**config.mk**
```make
export PLATFORM = sky130hd
export DESIGN_NAME = fader_adc_conditioner
export DESIGN_NICKNAME = d
export VERILOG_FILES = /design/src/rtl/core/fac_pkg.sv /design/src/rtl/core/fac_div.sv /design/src/rtl/core/fader_adc_conditioner.sv
export SDC_FILE = /design/constraint.sdc
export NUM_CORES = 2
export LEC_CHECK = 0
export ABC_AREA = 1
export BUFFER_PORTS_ARGS = -buffer_cell sky130_fd_sc_hd__clkbuf_2
export CORE_ASPECT_RATIO = 0.75
export CORE_MARGIN = 2
export CORE_UTILIZATION = 42
export CTS_BUF_LIST = sky130_fd_sc_hd__clkbuf_8
export DETAILED_ROUTE_END_ITERATION = 8
export PLACE_DENSITY = 0.6
export SYNTH_ARGS = -nofsm -noshare
export SYNTH_HDL_FRONTEND = slang
export SYNTH_SLANG_ARGS = --single-unit
```
**constraint.sdc**
```tcl
create_clock -name clk -period 7.55 [get_ports clk]
set_input_delay 1.51 -clock clk [delete_from_list [all_inputs] [get_ports clk]]
set_output_delay 1.51 -clock clk [all_outputs]
set_load 0.1 [all_outputs]
```
**src/rtl/core/fac_pkg.sv**
```systemverilog
// Shared types and constants for the fader ADC conditioner.
// Used by fac_div, fader_adc_conditioner and its testbench; depends on nothing else.
`timescale 1ns / 1ps
`default_nettype none

package fac_pkg;

	// Operating modes carried by an input word.
	localparam logic [2:0] MODE_SAMPLE   = 3'd0;
	localparam logic [2:0] MODE_CAP_LOW  = 3'd1;
	localparam logic [2:0] MODE_CAP_HIGH = 3'd2;
	localparam logic [2:0] MODE_LOAD_LOW = 3'd3;
	localparam logic [2:0] MODE_LOAD_HI  = 3'd4;

	// Configuration register indexes.
	localparam logic [1:0] REG_ALPHA     = 2'd0;
	localparam logic [1:0] REG_THRESHOLD = 2'd1;
	localparam logic [1:0] REG_DEAD_PCT  = 2'd2;
	localparam logic [1:0] REG_MIN_SPAN  = 2'd3;

	// Configuration reset values.
	localparam logic [8:0]  ALPHA_RST     = 9'd77;
	localparam logic [15:0] THRESHOLD_RST = 16'd256;
	localparam logic [5:0]  DEAD_PCT_RST  = 6'd2;
	localparam logic [14:0] MIN_SPAN_RST  = 15'd10;

	// Output word kinds.
	localparam logic KIND_LEVEL   = 1'b0;
	localparam logic KIND_CAPTURE = 1'b1;

	// Fixed-point constants.
	localparam logic [8:0]  ALPHA_MAX   = 9'd256;
	localparam logic [15:0] FULL_Q8     = 16'd65280;
	localparam logic [39:0] UNCAL_ROUND = 40'd16383;
	localparam logic [23:0] UNCAL_DEN   = 24'd32767;
	localparam logic [39:0] PCT_ROUND   = 40'd50;
	localparam logic [23:0] PCT_DEN     = 24'd100;

	// Serial divider geometry: 40-bit dividend, 24-bit divisor and quotient.
	localparam int DIV_NUM_W = 40;
	localparam int DIV_DEN_W = 24;
	localparam int DIV_STEPS = 24;

	typedef struct packed {
		logic [2:0]         mode;
		logic [1:0]         channel;
		logic signed [15:0] sample;
	} req_t;

	typedef struct packed {
		logic        kind;
		logic [1:0]  chan_out;
		logic [7:0]  level;
		logic        send;
		logic        display_update;
		logic [14:0] captured_raw;
		logic        last;
	} res_t;

	typedef struct packed {
		logic                 start;
		logic [DIV_NUM_W-1:0] num;
		logic [DIV_DEN_W-1:0] den;
	} div_req_t;

endpackage

`default_nettype wire

```
**src/rtl/core/fac_div.sv**
```systemverilog
// Restoring serial divider, one quotient bit per clock.
// Depends on fac_pkg for the request type and the divider geometry.
`timescale 1ns / 1ps
`default_nettype none

module fac_div (
	input  wire logic                               clk,
	input  wire logic                               arst_n,
	input  wire fac_pkg::div_req_t                  req,
	output logic                                    done,
	output logic [fac_pkg::DIV_DEN_W-1:0]           quot
);

	localparam int CNT_W = $clog2(fac_pkg::DIV_STEPS + 1);
	localparam int HI_W  = fac_pkg::DIV_NUM_W - fac_pkg::DIV_STEPS;

	logic [CNT_W-1:0]                cnt_q;
	logic                            done_q;
	logic [fac_pkg::DIV_DEN_W-1:0]   rem_q;
	logic [fac_pkg::DIV_STEPS-1:0]   shl_q;
	logic [fac_pkg::DIV_DEN_W-1:0]   den_q;
	logic [fac_pkg::DIV_DEN_W:0]     trial;
	logic                            fits;

	// The partial remainder takes the next dividend bit; subtract when the divisor fits.
	always_comb begin
		trial = {rem_q, shl_q[fac_pkg::DIV_STEPS-1]};
		fits  = trial >= {1'b0, den_q};
	end

	// Step counter and completion pulse.
	always_ff @(posedge clk or negedge arst_n) begin
		if (!arst_n) begin
			cnt_q  <= '0;
			done_q <= 1'b0;
		end else begin
			done_q <= 1'b0;
			if (req.start) begin
				cnt_q <= CNT_W'(fac_pkg::DIV_STEPS);
			end else if (cnt_q != '0) begin
				cnt_q <= cnt_q - 1'b1;
				if (cnt_q == CNT_W'(1)) begin
					done_q <= 1'b1;
				end
			end
		end
	end

	// Datapath. The caller guarantees the quotient fits in DIV_STEPS bits, so the
	// upper dividend bits are already below the divisor and seed the remainder.
	always_ff @(posedge clk) begin
		if (req.start) begin
			rem_q <= fac_pkg::DIV_DEN_W'(req.num[fac_pkg::DIV_NUM_W-1 -: HI_W]);
			shl_q <= req.num[fac_pkg::DIV_STEPS-1:0];
			den_q <= req.den;
		end else if (cnt_q != '0) begin
			if (fits) begin
				rem_q <= fac_pkg::DIV_DEN_W'(trial - {1'b0, den_q});
			end else begin
				rem_q <= trial[fac_pkg::DIV_DEN_W-1:0];
			end
			shl_q <= {shl_q[fac_pkg::DIV_STEPS-2:0], fits};
		end
	end

	assign done = done_q;
	assign quot = fac_pkg::DIV_DEN_W'(shl_q);

endmodule

`default_nettype wire

```
**src/rtl/core/fader_adc_conditioner.sv**
```systemverilog
// Fader conditioner: clamps each ADC reading, smooths it with an exponential
// average per channel and maps it to a 0..255 level, uncalibrated over full
// scale or calibrated between stored low and high bounds with a dead zone at
// each end. Capture words latch every channel's last raw reading as a bound and
// report it, one word per channel; load words restore one bound and give no
// result. One input word is handled at a time. A sample uses the 24-step serial
// divider once for full-scale mapping; calibrated, it divides for the dead zone
// and then for the level, skipping both when the span is too short and the second
// when the reading lies outside the dead-zone edges. A load or an ignored word is handled in the idle state.
// Depends on fac_pkg and fac_div.
`timescale 1ns / 1ps
`default_nettype none

module fader_adc_conditioner #(
	parameter int CHANNELS = 4
) (
	input  wire logic            clk,
	input  wire logic            arst_n,
	input  wire logic            req_valid,
	output logic                 req_ready,
	input  wire fac_pkg::req_t   req,
	output logic                 res_valid,
	input  wire logic            res_ready,
	output fac_pkg::res_t        res,
	input  wire logic            cfg_we,
	input  wire logic [1:0]      cfg_idx,
	input  wire logic [15:0]     cfg_data
);

	localparam int CW = (CHANNELS > 1) ? $clog2(CHANNELS) : 1;

	typedef enum logic [3:0] {
		S_IDLE,
		S_EMA,
		S_UPD,
		S_MAP,
		S_DIV,
		S_CMP,
		S_NUM,
		S_FIN,
		S_CAP
	} state_t;

	// Configuration registers.
	logic [8:0]  alpha_q;
	logic [15:0] thresh_q;
	logic [5:0]  pct_q;
	logic [14:0] min_span_q;

	// Per-channel state, plus the shared calibration flag and display history.
	logic [14:0] last_raw_q  [CHANNELS];
	logic [22:0] ema_q       [CHANNELS];
	logic        started_q   [CHANNELS];
	logic [14:0] cal_low_q   [CHANNELS];
	logic [14:0] cal_high_q  [CHANNELS];
	logic [15:0] sent_lvl_q  [CHANNELS];
	logic        sent_once_q [CHANNELS];
	logic        cal_valid_q;
	logic [7:0]  shown_q;
	logic        shown_once_q;

	// Sequencer and working registers.
	state_t             state_q;
	logic [2:0]         mode_q;
	logic [CW-1:0]      ch_q;
	logic [14:0]        raw_q;
	logic signed [33:0] prod_q;
	logic [22:0]        ema_cur_q;
	logic               div_dead_q;
	logic signed [25:0] lo_q;
	logic signed [25:0] hi_q;
	logic [23:0]        n_q;
	logic [23:0]        d_q;
	logic [15:0]        q_q;
	logic               res_valid_q;
	fac_pkg::res_t      res_q;
	fac_pkg::div_req_t  div_req_q;

	logic                                div_done;
	logic [fac_pkg::DIV_DEN_W-1:0]       div_quot;

	// Combinational helpers.
	logic [14:0]        in_raw;
	logic               in_ch_ok;
	logic [CW-1:0]      in_idx;
	logic [8:0]         alpha_sat;
	logic signed [23:0] delta;
	logic signed [9:0]  alpha_s;
	logic signed [33:0] prod_d;
	logic signed [33:0] step;
	logic signed [33:0] ema_sum;
	logic [22:0]        ema_new;
	logic signed [15:0] span;
	logic               span_zero;
	logic [20:0]        span_pct;
	logic [22:0]        dead;
	logic signed [25:0] ema_s;
	logic [7:0]         level;
	logic [16:0]        q_round;
	logic [15:0]        diff;
	logic               send;
	logic               disp;
	logic               res_free;
	logic               cap_last;

	fac_div u_div (
		.clk    (clk),
		.arst_n (arst_n),
		.req    (div_req_q),
		.done   (div_done),
		.quot   (div_quot)
	);

	// Input decode: negative readings clamp to zero.
	always_comb begin
		in_raw   = req.sample[15] ? 15'd0 : req.sample[14:0];
		in_ch_ok = 32'(req.channel) < CHANNELS;
		in_idx   = CW'(req.channel);
	end

	// Average update: alpha/256 times the distance to the new reading, rounded to nearest.
	always_comb begin
		alpha_sat = (alpha_q > fac_pkg::ALPHA_MAX) ? fac_pkg::ALPHA_MAX : alpha_q;
		alpha_s   = $signed({1'b0, alpha_sat});
		delta     = $signed({1'b0, raw_q, 8'b0}) - $signed({1'b0, ema_q[ch_q]});
		prod_d    = 34'(alpha_s) * 34'(delta);
		step      = (prod_q + 34'sd128) >>> 8;
		ema_sum   = $signed({11'b0, ema_q[ch_q]}) + step;
		ema_new   = started_q[ch_q] ? ema_sum[22:0] : {raw_q, 8'b0};
	end

	// Calibrated span and dead zone.
	always_comb begin
		span      = $signed({1'b0, cal_high_q[ch_q]}) - $signed({1'b0, cal_low_q[ch_q]});
		span_zero = span[15] || (span[14:0] < min_span_q);
		span_pct  = span[14:0] * pct_q;
		dead      = div_quot[22:0];
		ema_s     = $signed({3'b0, ema_cur_q});
	end

	// Level rounding and change detection.
	always_comb begin
		q_round  = 17'(q_q) + 17'd128;
		level    = (q_round[16:8] > 9'd255) ? 8'd255 : q_round[15:8];
		diff     = (q_q > sent_lvl_q[ch_q]) ? (q_q - sent_lvl_q[ch_q])
		                                    : (sent_lvl_q[ch_q] - q_q);
		send     = !sent_once_q[ch_q] || (diff >= thresh_q);
		disp     = (ch_q == '0) && (!shown_once_q || (level != shown_q));
		res_free = !res_valid_q || res_ready;
		cap_last = ch_q == CW'(CHANNELS - 1);
	end

	// Sequencer, configuration and reset-cleared state.
	always_ff @(posedge clk or negedge arst_n) begin
		if (!arst_n) begin
			state_q      <= S_IDLE;
			alpha_q      <= fac_pkg::ALPHA_RST;
			thresh_q     <= fac_pkg::THRESHOLD_RST;
			pct_q        <= fac_pkg::DEAD_PCT_RST;
			min_span_q   <= fac_pkg::MIN_SPAN_RST;
			cal_valid_q  <= 1'b0;
			shown_once_q <= 1'b0;
			res_valid_q  <= 1'b0;
			div_req_q    <= '0;
			for (int i = 0; i < CHANNELS; i++) begin
				last_raw_q[i]  <= '0;
				ema_q[i]       <= '0;
				started_q[i]   <= 1'b0;
				cal_low_q[i]   <= '0;
				cal_high_q[i]  <= '0;
				sent_once_q[i] <= 1'b0;
			end
		end else begin
			div_req_q.start <= 1'b0;
			if (res_valid_q && res_ready) begin
				res_valid_q <= 1'b0;
			end

			if (cfg_we) begin
				unique case (cfg_idx)
					fac_pkg::REG_ALPHA:     alpha_q    <= cfg_data[8:0];
					fac_pkg::REG_THRESHOLD: thresh_q   <= cfg_data;
					fac_pkg::REG_DEAD_PCT:  pct_q      <= cfg_data[5:0];
					fac_pkg::REG_MIN_SPAN:  min_span_q <= cfg_data[14:0];
				endcase
			end

			unique case (state_q)
				S_IDLE: begin
					if (req_valid) begin
						mode_q <= req.mode;
						ch_q   <= in_idx;
						raw_q  <= in_raw;
						case (req.mode)
							fac_pkg::MODE_SAMPLE: begin
								if (in_ch_ok) begin
									state_q <= S_EMA;
								end
							end
							fac_pkg::MODE_CAP_LOW, fac_pkg::MODE_CAP_HIGH: begin
								ch_q    <= '0;
								state_q <= S_CAP;
							end
							fac_pkg::MODE_LOAD_LOW: begin
								if (in_ch_ok) begin
									cal_low_q[in_idx] <= in_raw;
								end
							end
							fac_pkg::MODE_LOAD_HI: begin
								if (in_ch_ok) begin
									cal_high_q[in_idx] <= in_raw;
									cal_valid_q        <= 1'b1;
								end
							end
							default: ;
						endcase
					end
				end
				S_EMA: begin
					prod_q  <= prod_d;
					state_q <= S_UPD;
				end
				S_UPD: begin
					ema_q[ch_q]      <= ema_new;
					started_q[ch_q]  <= 1'b1;
					last_raw_q[ch_q] <= raw_q;
					ema_cur_q        <= ema_new;
					state_q          <= S_MAP;
				end
				S_MAP: begin
					// Uncalibrated: scale over full range. Calibrated: a too-short span gives zero, else find the dead zone first.
					if (!cal_valid_q) begin
						div_req_q.start <= 1'b1;
						div_req_q.num   <= 40'({ema_cur_q, 8'b0}) - 40'(ema_cur_q)
						                   + fac_pkg::UNCAL_ROUND;
						div_req_q.den   <= fac_pkg::UNCAL_DEN;
						div_dead_q      <= 1'b0;
						state_q         <= S_DIV;
					end else if (span_zero) begin
						q_q     <= '0;
						state_q <= S_FIN;
					end else begin
						div_req_q.start <= 1'b1;
						div_req_q.num   <= 40'({span_pct, 8'b0}) + fac_pkg::PCT_ROUND;
						div_req_q.den   <= fac_pkg::PCT_DEN;
						div_dead_q      <= 1'b1;
						state_q         <= S_DIV;
					end
				end
				S_DIV: begin
					if (div_done) begin
						if (div_dead_q) begin
							lo_q    <= $signed({3'b0, cal_low_q[ch_q], 8'b0})
							           + $signed({3'b0, dead});
							hi_q    <= $signed({3'b0, cal_high_q[ch_q], 8'b0})
							           - $signed({3'b0, dead});
							state_q <= S_CMP;
						end else begin
							q_q     <= div_quot[15:0];
							state_q <= S_FIN;
						end
					end
				end
				S_CMP: begin
					// At or below the low edge gives zero, at or above the high edge full scale.
					if (ema_s <= lo_q) begin
						q_q     <= '0;
						state_q <= S_FIN;
					end else if (ema_s >= hi_q) begin
						q_q     <= fac_pkg::FULL_Q8;
						state_q <= S_FIN;
					end else begin
						n_q     <= 24'(ema_s - lo_q);
						d_q     <= 24'(hi_q - lo_q);
						state_q <= S_NUM;
					end
				end
				S_NUM: begin
					// n * 65280 written as n * 65536 - n * 256, plus half the divisor.
					div_req_q.start <= 1'b1;
					div_req_q.num   <= 40'({n_q, 16'b0}) - 40'({n_q, 8'b0})
					                   + 40'(d_q[23:1]);
					div_req_q.den   <= d_q;
					div_dead_q      <= 1'b0;
					state_q         <= S_DIV;
				end
				S_FIN: begin
					if (res_free) begin
						res_valid_q <= 1'b1;
						if (send) begin
							sent_once_q[ch_q] <= 1'b1;
						end
						if (disp) begin
							shown_once_q <= 1'b1;
						end
						state_q <= S_IDLE;
					end
				end
				S_CAP: begin
					// One report word per channel, bound latched as it goes out.
					if (res_free) begin
						res_valid_q <= 1'b1;
						if (mode_q == fac_pkg::MODE_CAP_LOW) begin
							cal_low_q[ch_q] <= last_raw_q[ch_q];
						end else begin
							cal_high_q[ch_q] <= last_raw_q[ch_q];
						end
						if (cap_last) begin
							if (mode_q == fac_pkg::MODE_CAP_HIGH) begin
								cal_valid_q <= 1'b1;
							end
							state_q <= S_IDLE;
						end else begin
							ch_q <= ch_q + 1'b1;
						end
					end
				end
				default: state_q <= S_IDLE;
			endcase
		end
	end

	// Result word and last-sent history, which need no reset.
	always_ff @(posedge clk) begin
		if (state_q == S_FIN && res_free) begin
			res_q.kind           <= fac_pkg::KIND_LEVEL;
			res_q.chan_out       <= 2'(ch_q);
			res_q.level          <= level;
			res_q.send           <= send;
			res_q.display_update <= disp;
			res_q.captured_raw   <= '0;
			res_q.last           <= 1'b1;
			if (send) begin
				sent_lvl_q[ch_q] <= q_q;
			end
			if (disp) begin
				shown_q <= level;
			end
		end else if (state_q == S_CAP && res_free) begin
			res_q.kind           <= fac_pkg::KIND_CAPTURE;
			res_q.chan_out       <= 2'(ch_q);
			res_q.level          <= '0;
			res_q.send           <= 1'b0;
			res_q.display_update <= 1'b0;
			res_q.captured_raw   <= last_raw_q[ch_q];
			res_q.last           <= cap_last;
		end
	end

	assign req_ready = state_q == S_IDLE;
	assign res_valid = res_valid_q;
	assign res       = res_q;

endmodule

`default_nettype wire

```
* Yosys cells after proc, flatten, opt, wreduce, memory -nomap -nowiden
Memories as Yosys holds them, arrays and structs flattened. A register that Yosys moved wholly into a read port is not among the register bits.
Index checks and enable logic that the tools add are counted.
** Cells by class
- Equality and inequality tests :: 37
- $mul :: 2
- Reduce and logical (&&, ||, !) cells :: 45
- Add/subtract/negate cells :: 19
- Order comparisons :: 12
- Mux-type cells :: 102
- Bitwise gates (word level) :: 6
** Operators with widths (number)
- 2-to-1 mux 60 bit :: 8
- bitwise mux 60 bit :: 5
- case mux 60 bit (2 select lines) :: 2
- 2-to-1 mux 16 bit :: 9
- 2-to-1 mux 15 bit :: 9
- 2-to-1 mux 65 bit :: 2
- case mux 65 bit (2 select lines) :: 1
- bitwise mux 92 bit :: 1
- 2-to-1 mux 23 bit :: 4
- binary-select mux 15 bit (select 2 bit) :: 3
- 2-to-1 mux 24 bit :: 3
- subtractor 24 bit :: 3
- demux 15 bit (select 2 bit) :: 2
- 2-to-1 mux 28 bit :: 2
- case mux 16 bit (3 select lines) :: 1
- subtractor 23 x 23 -> 24 bit :: 2
- binary-select mux 23 bit (select 2 bit) :: 1
- demux 23 bit (select 2 bit) :: 1
- adder 40 x 23 -> 40 bit :: 1
- subtractor 40 x 32 -> 40 bit :: 1
- case mux 4 bit (9 select lines) :: 1
- adder 32 x 15 -> 33 bit (second input constant) :: 1
- subtractor 16 bit :: 2
- subtractor 31 x 23 -> 32 bit :: 1
- 65 further kinds :: 157
** Storage, ports and cells
- Word-level logic and storage cells :: 284
- Bits in writable memories :: 64
- Memories :: 1
- Input bits :: 44
- Register bits after elaboration :: 700
- Output and inout bits :: 31
** Memory list
- sent_lvl_q :: depth 4, width 16, read ports 1, clocked after Yosys merged registers in 1, write ports 1, line fader_adc_conditioner.sv:56 : logic [15:0] sent_lvl_q [CHANNELS];

* Logic depth before layout (Yosys ltp)
- Depth in word-level cells :: 10
- Depth in mapped cells :: 45

* Hierarchy
From an unflattened synthesis, not the netlist that was laid out.
** Second synthesis, totals
- Cells, all modules :: 7436
- Area total of the unflattened synthesis :: 58682.5 µm²
** By module, submodules not included
- fader_adc_conditioner :: area each 53417.5 µm², seq. area each 18217.5 µm², cells an instance 6705, instances 1
- fac_div :: area each 5265.0 µm², seq. area each 2232.1 µm², cells an instance 731, instances 1

* Worst setup path before layout
No wires, ideal clock.
- Kind :: reg2reg
- From :: register ch_q[1]
- To :: register prod_q[27] (data pin)
- Arrival :: 7.397 ns
- Clock period less this slack :: 7.656 ns
- Setup slack :: -0.106 ns
- Cell stages (with the launch flop) :: 35
- Data required time :: 7.290 ns
- Path through :: edfxtp_1 > buf_4 > inv_2 > buf_2 > buf_1 > clkbuf_1 > buf_1 > a32oi_1 > inv_1 > ha_1 > a21oi_1 > inv_1 > a31oi_1 > nor2_1 > nor2_1 > o21ai_2 > xnor2_1 > or2_2 > fa_1 > inv_1 > fa_1 > fa_1 > fa_1 > inv_1 > fa_1 > inv_1 > ha_1 > nand2_1 > inv_1 > nand2_1 > nor3_1 > nand2_1 > o21ai_0 > a31oi_1 > xnor2_1
** Between the ends
- Cells in the longest elaborated chain, start to end :: 6
** Ends and longest elaborated chain
- start, declared :: line fader_adc_conditioner.sv:65 : logic [CW-1:0] ch_q;
- start signal, assigned :: line fader_adc_conditioner.sv:192 : ch_q <= in_idx;
- start signal, assigned :: line fader_adc_conditioner.sv:314 : ch_q <= ch_q + 1'b1;
- NOT 2 -> 3 bit (not written as such) :: line fader_adc_conditioner.sv:125 : delta = $signed({1'b0, raw_q, 8'b0}) - $signed({1'b0, ema_q[ch_q]});
- binary-select mux 23 bit (select 2 bit) :: line fader_adc_conditioner.sv:125
- 2-to-1 mux 23 bit (not written as such) (2 in series) :: line fader_adc_conditioner.sv:125
- subtractor 23 x 23 -> 24 bit :: line fader_adc_conditioner.sv:125
- multiplier 10 x 24 -> 31 bit :: line fader_adc_conditioner.sv:126 : prod_d = 34'(alpha_s) * 34'(delta);
- via prod_d[27] :: line fader_adc_conditioner.sv:89 : logic signed [33:0] prod_d;
- end signal, assigned :: line fader_adc_conditioner.sv:220 : prod_q <= prod_d;
- end, declared :: line fader_adc_conditioner.sv:67 : logic signed [33:0] prod_q;
The timed path passes the listed nets, and every way through them passes these cells. The select of a mux whose other input is x is not followed.
A chain may end at the register's enable or synchronous reset.

* Worst setup path after layout
- From :: register ch_q[0]
- To :: register prod_q[27] (data pin)
The elaborated chain is that of the path after synthesis.

==> run metrics <==
most frequent cell after synthesis=nand2_1; I/O Buffers=74; vias in the first global route=47790; wire per inst=21.21 µm; core area=around 0.14 mm²; Reg clk slew, reported paths=0.07 ns; post-synth top area share=17.18%; DIE AREA=0.1404 mm²; TritonRoute pass-1 iters=6; Max Freq=approximately 140 MHz; clock buffer depth=3; Yosys warning total=0; Overflow after GRT=0; cell taking the most area after synthesis=dfrtp_1; height of the die=~320 µm; CP Max Fanout=17; row cnt=about 120; startpoint types=flop; worst setup margin=0.2810 ns; Final nets=roughly 8200; final setup fails=0; pin slew with the least headroom to its limit=roughly 1.4 ns; # IOs=75; status=finished clean; MaxCap Viol Count=0; DR vias=about 51000; Via-to-Cell Ratio=around 5.4; Post-Syn Area=around 0.058 mm²; Max transition margin=under 10%; min-delay worst type=flop to flop; top post-synthesis cells by area=dfrtp_1 17%, edfxtp_1 17%, nand2_1 11%; Clock Latency Late Sink=between 0.8 and 0.9 ns; CTS tree=built; Final Core Density=roughly 48%; CP endpoint kind=flop; Cells after Synth=about 7200; crit path DAT=7.88 ns; DR iter-0 viols=roughly 5400; placer congestion estimate=between 0.9 and 1; Clock Sink Count=~760; H-tree depth=3; Synth Area per Inst=7.993 µm²; Worst path slowest cell=fa_1; Largest stage delay, worst path=around 0.55 ns; wirelength, routed=about 200 mm; Post-synth ARST share=a little over half; critical setup path kind=flop to flop; crit path buf inv count=11; share of cells above drive strength 1=a little over a tenth; initial antenna violation count=13; WP data required=8.16 ns; first-pass GRT wire length=around 300 mm; crit share post-route=a little over nine tenths; most frequent cells after synthesis=1644 x nand2_1, 1180 x inv_1, 589 x nor2_1, 493 x o21ai_0, 467 x a21oi_1; post-route ant nets=0; clk_skew=about 0.09 ns; clk root buf=clkbuf_8; register area share after synthesis=between 30% and 40%; Slew Viols, Final=0; Setup WS pre-CTS=-0.1204 ns; RSZ-0062 raised after global routing=true; syn_nets=7903; Synth cell types=between 70 and 80; hold slack=~0.44 ns; Hold-fix buffers, CTS=0; overall global routing resource usage=roughly 28%; CTS Buf Count=120; Die Wd=between 400 and 500 µm; post-layout min period=7.269 ns; EDFF count, synth=326; Post-route DRC=0; FF+latch count, synth=~760; pin count of the biggest net entering global routing=~150; Synth Flop Type=dfrtp_1; Initial Util=a little over two fifths; final hold vios=0; area grow syn2layout=12.29%; Detail Placement HPWL=155.7 mm; largest delay contributor family on the critical path=adder cells
layout by cell type, fill, tap and decap left out, types with 12 or more instances in the layout:
| cell | Yosys | final |
|---|---|---|
| a21o_1 | 29 | 29 |
| a21oi_1 | 467 | 455 |
| a21oi_2 | 6 | 18 |
| a31oi_1 | 32 | 30 |
| a32oi_1 | 50 | 40 |
| buf_4 | 10 | 238 |
| clkbuf_2 | 0 | 73 |
| clkbuf_8 | 0 | 155 |
| clkinv_1 | 5 | 13 |
| clkinv_2 | 0 | 14 |
| dfrtp_1 | 396 | 395 |
| dfxtp_1 | 27 | 27 |
| edfxtp_1 | 326 | 326 |
| fa_1 | 232 | 232 |
| ha_1 | 410 | 403 |
| inv_1 | 1180 | 1210 |
| inv_2 | 13 | 14 |
| mux2_2 | 105 | 105 |
| nand2_1 | 1644 | 1635 |
| nand2_2 | 17 | 26 |
| nand3_1 | 291 | 290 |
| nand3b_1 | 12 | 12 |
| nand4_1 | 65 | 65 |
| nor2_1 | 589 | 575 |
| nor2_2 | 19 | 29 |
| nor3_1 | 71 | 65 |
| nor4_1 | 19 | 16 |
| o211ai_1 | 30 | 30 |
| o21ai_0 | 493 | 490 |
| o21ai_1 | 14 | 16 |
| o21bai_1 | 22 | 22 |
| o22ai_1 | 81 | 79 |
| or2_2 | 38 | 38 |
| xnor2_1 | 68 | 67 |
| xor2_1 | 152 | 152 |
cells by family after synthesis:
logic type,after synthesis,synth area share [%]
and+or+nand+nor,2799,20.04
buffers and inverters,1382,9.191
AOI/OAI and AO/OA,1303,12.75
DFF,757,35.45
adders and majority gates,642,16.95
xor gates and xnor gates,224,3.473
muxes,110,2.143
registers in the layout, indices dropped and copies added, names as in the netlist, 24 cells and up, named ones only:
name,count
ema_q,92
u_div.rem_q,24
sent_lvl_q,64
u_div.den_q,24
lo_q,24
prod_q,24
div_req_q,65
res,29
cal_low_q,60
cal_high_q,60
u_div.quot,24
n_q,24
last_raw_q,60
area by class of cell:
type | count | area (µm²)
diodes | 7 | 17.52
repair buffers | 327 | 2472
flip-flops and latches | 757 | 20450
inverters | 1199 | 4511
clock buffers | 155 | 2133
multi-input cells | 5078 | 32340
fillers | 13430 | 71230
well taps | 1785 | 2233
clock inverters | 75 | 609.3
stage by stage:
step           TNS [ns]  area [µm²]  instances
6_report              0       64770       9383
5_1_grt         -0.3731       64760       9381
4_1_cts               0       64270       9365
3_5_place_dp    -0.2880       61520       9135
3_3_place_gp   -0.09719       61520       9135
2_1_floorplan         0       57690       7217
final timing paths:
path                       cells past startpoint               to  slack (ns)          start
max                                           34       prod_q[27]        0.28        ch_q[0]
min                                            0  u_div.den_q[11]        0.44  div_req_q[11]
max reg2reg                                   34       prod_q[27]        0.28        ch_q[0]
min reg2reg                                    0  u_div.den_q[11]        0.44  div_req_q[11]
max in group asynchronous                      3        ema_q[43]        4.93         arst_n
min in group asynchronous                      1    div_req_q[54]        0.51         arst_n
what timing repair did:
item | in CTS | in global routing
cloned | 0 | 3
setup endpoints to repair | 4 | 20
pin swaps | 0 | 14
setup buffers | 0 | 8
gates resized for setup | 3 | 69
per-layer routing:
| layer | vias to the layer above | share of wire [%] | global-route usage, % |
|---|---|---|---|
| met1 | 24600 | 47 | 42.53 |
| met3 | 270 | 9.9 | 6.685 |
| met5 | - | 0.016 | 0 |
| li1 | 24130 | - | - |
| met4 | 6 | 2.3 | 6.735 |
| met2 | 2027 | 41 | 39.00 |
Power is not shown: default switching activity piles up to over one toggle a cycle in this logic, so the estimate is an artifact.
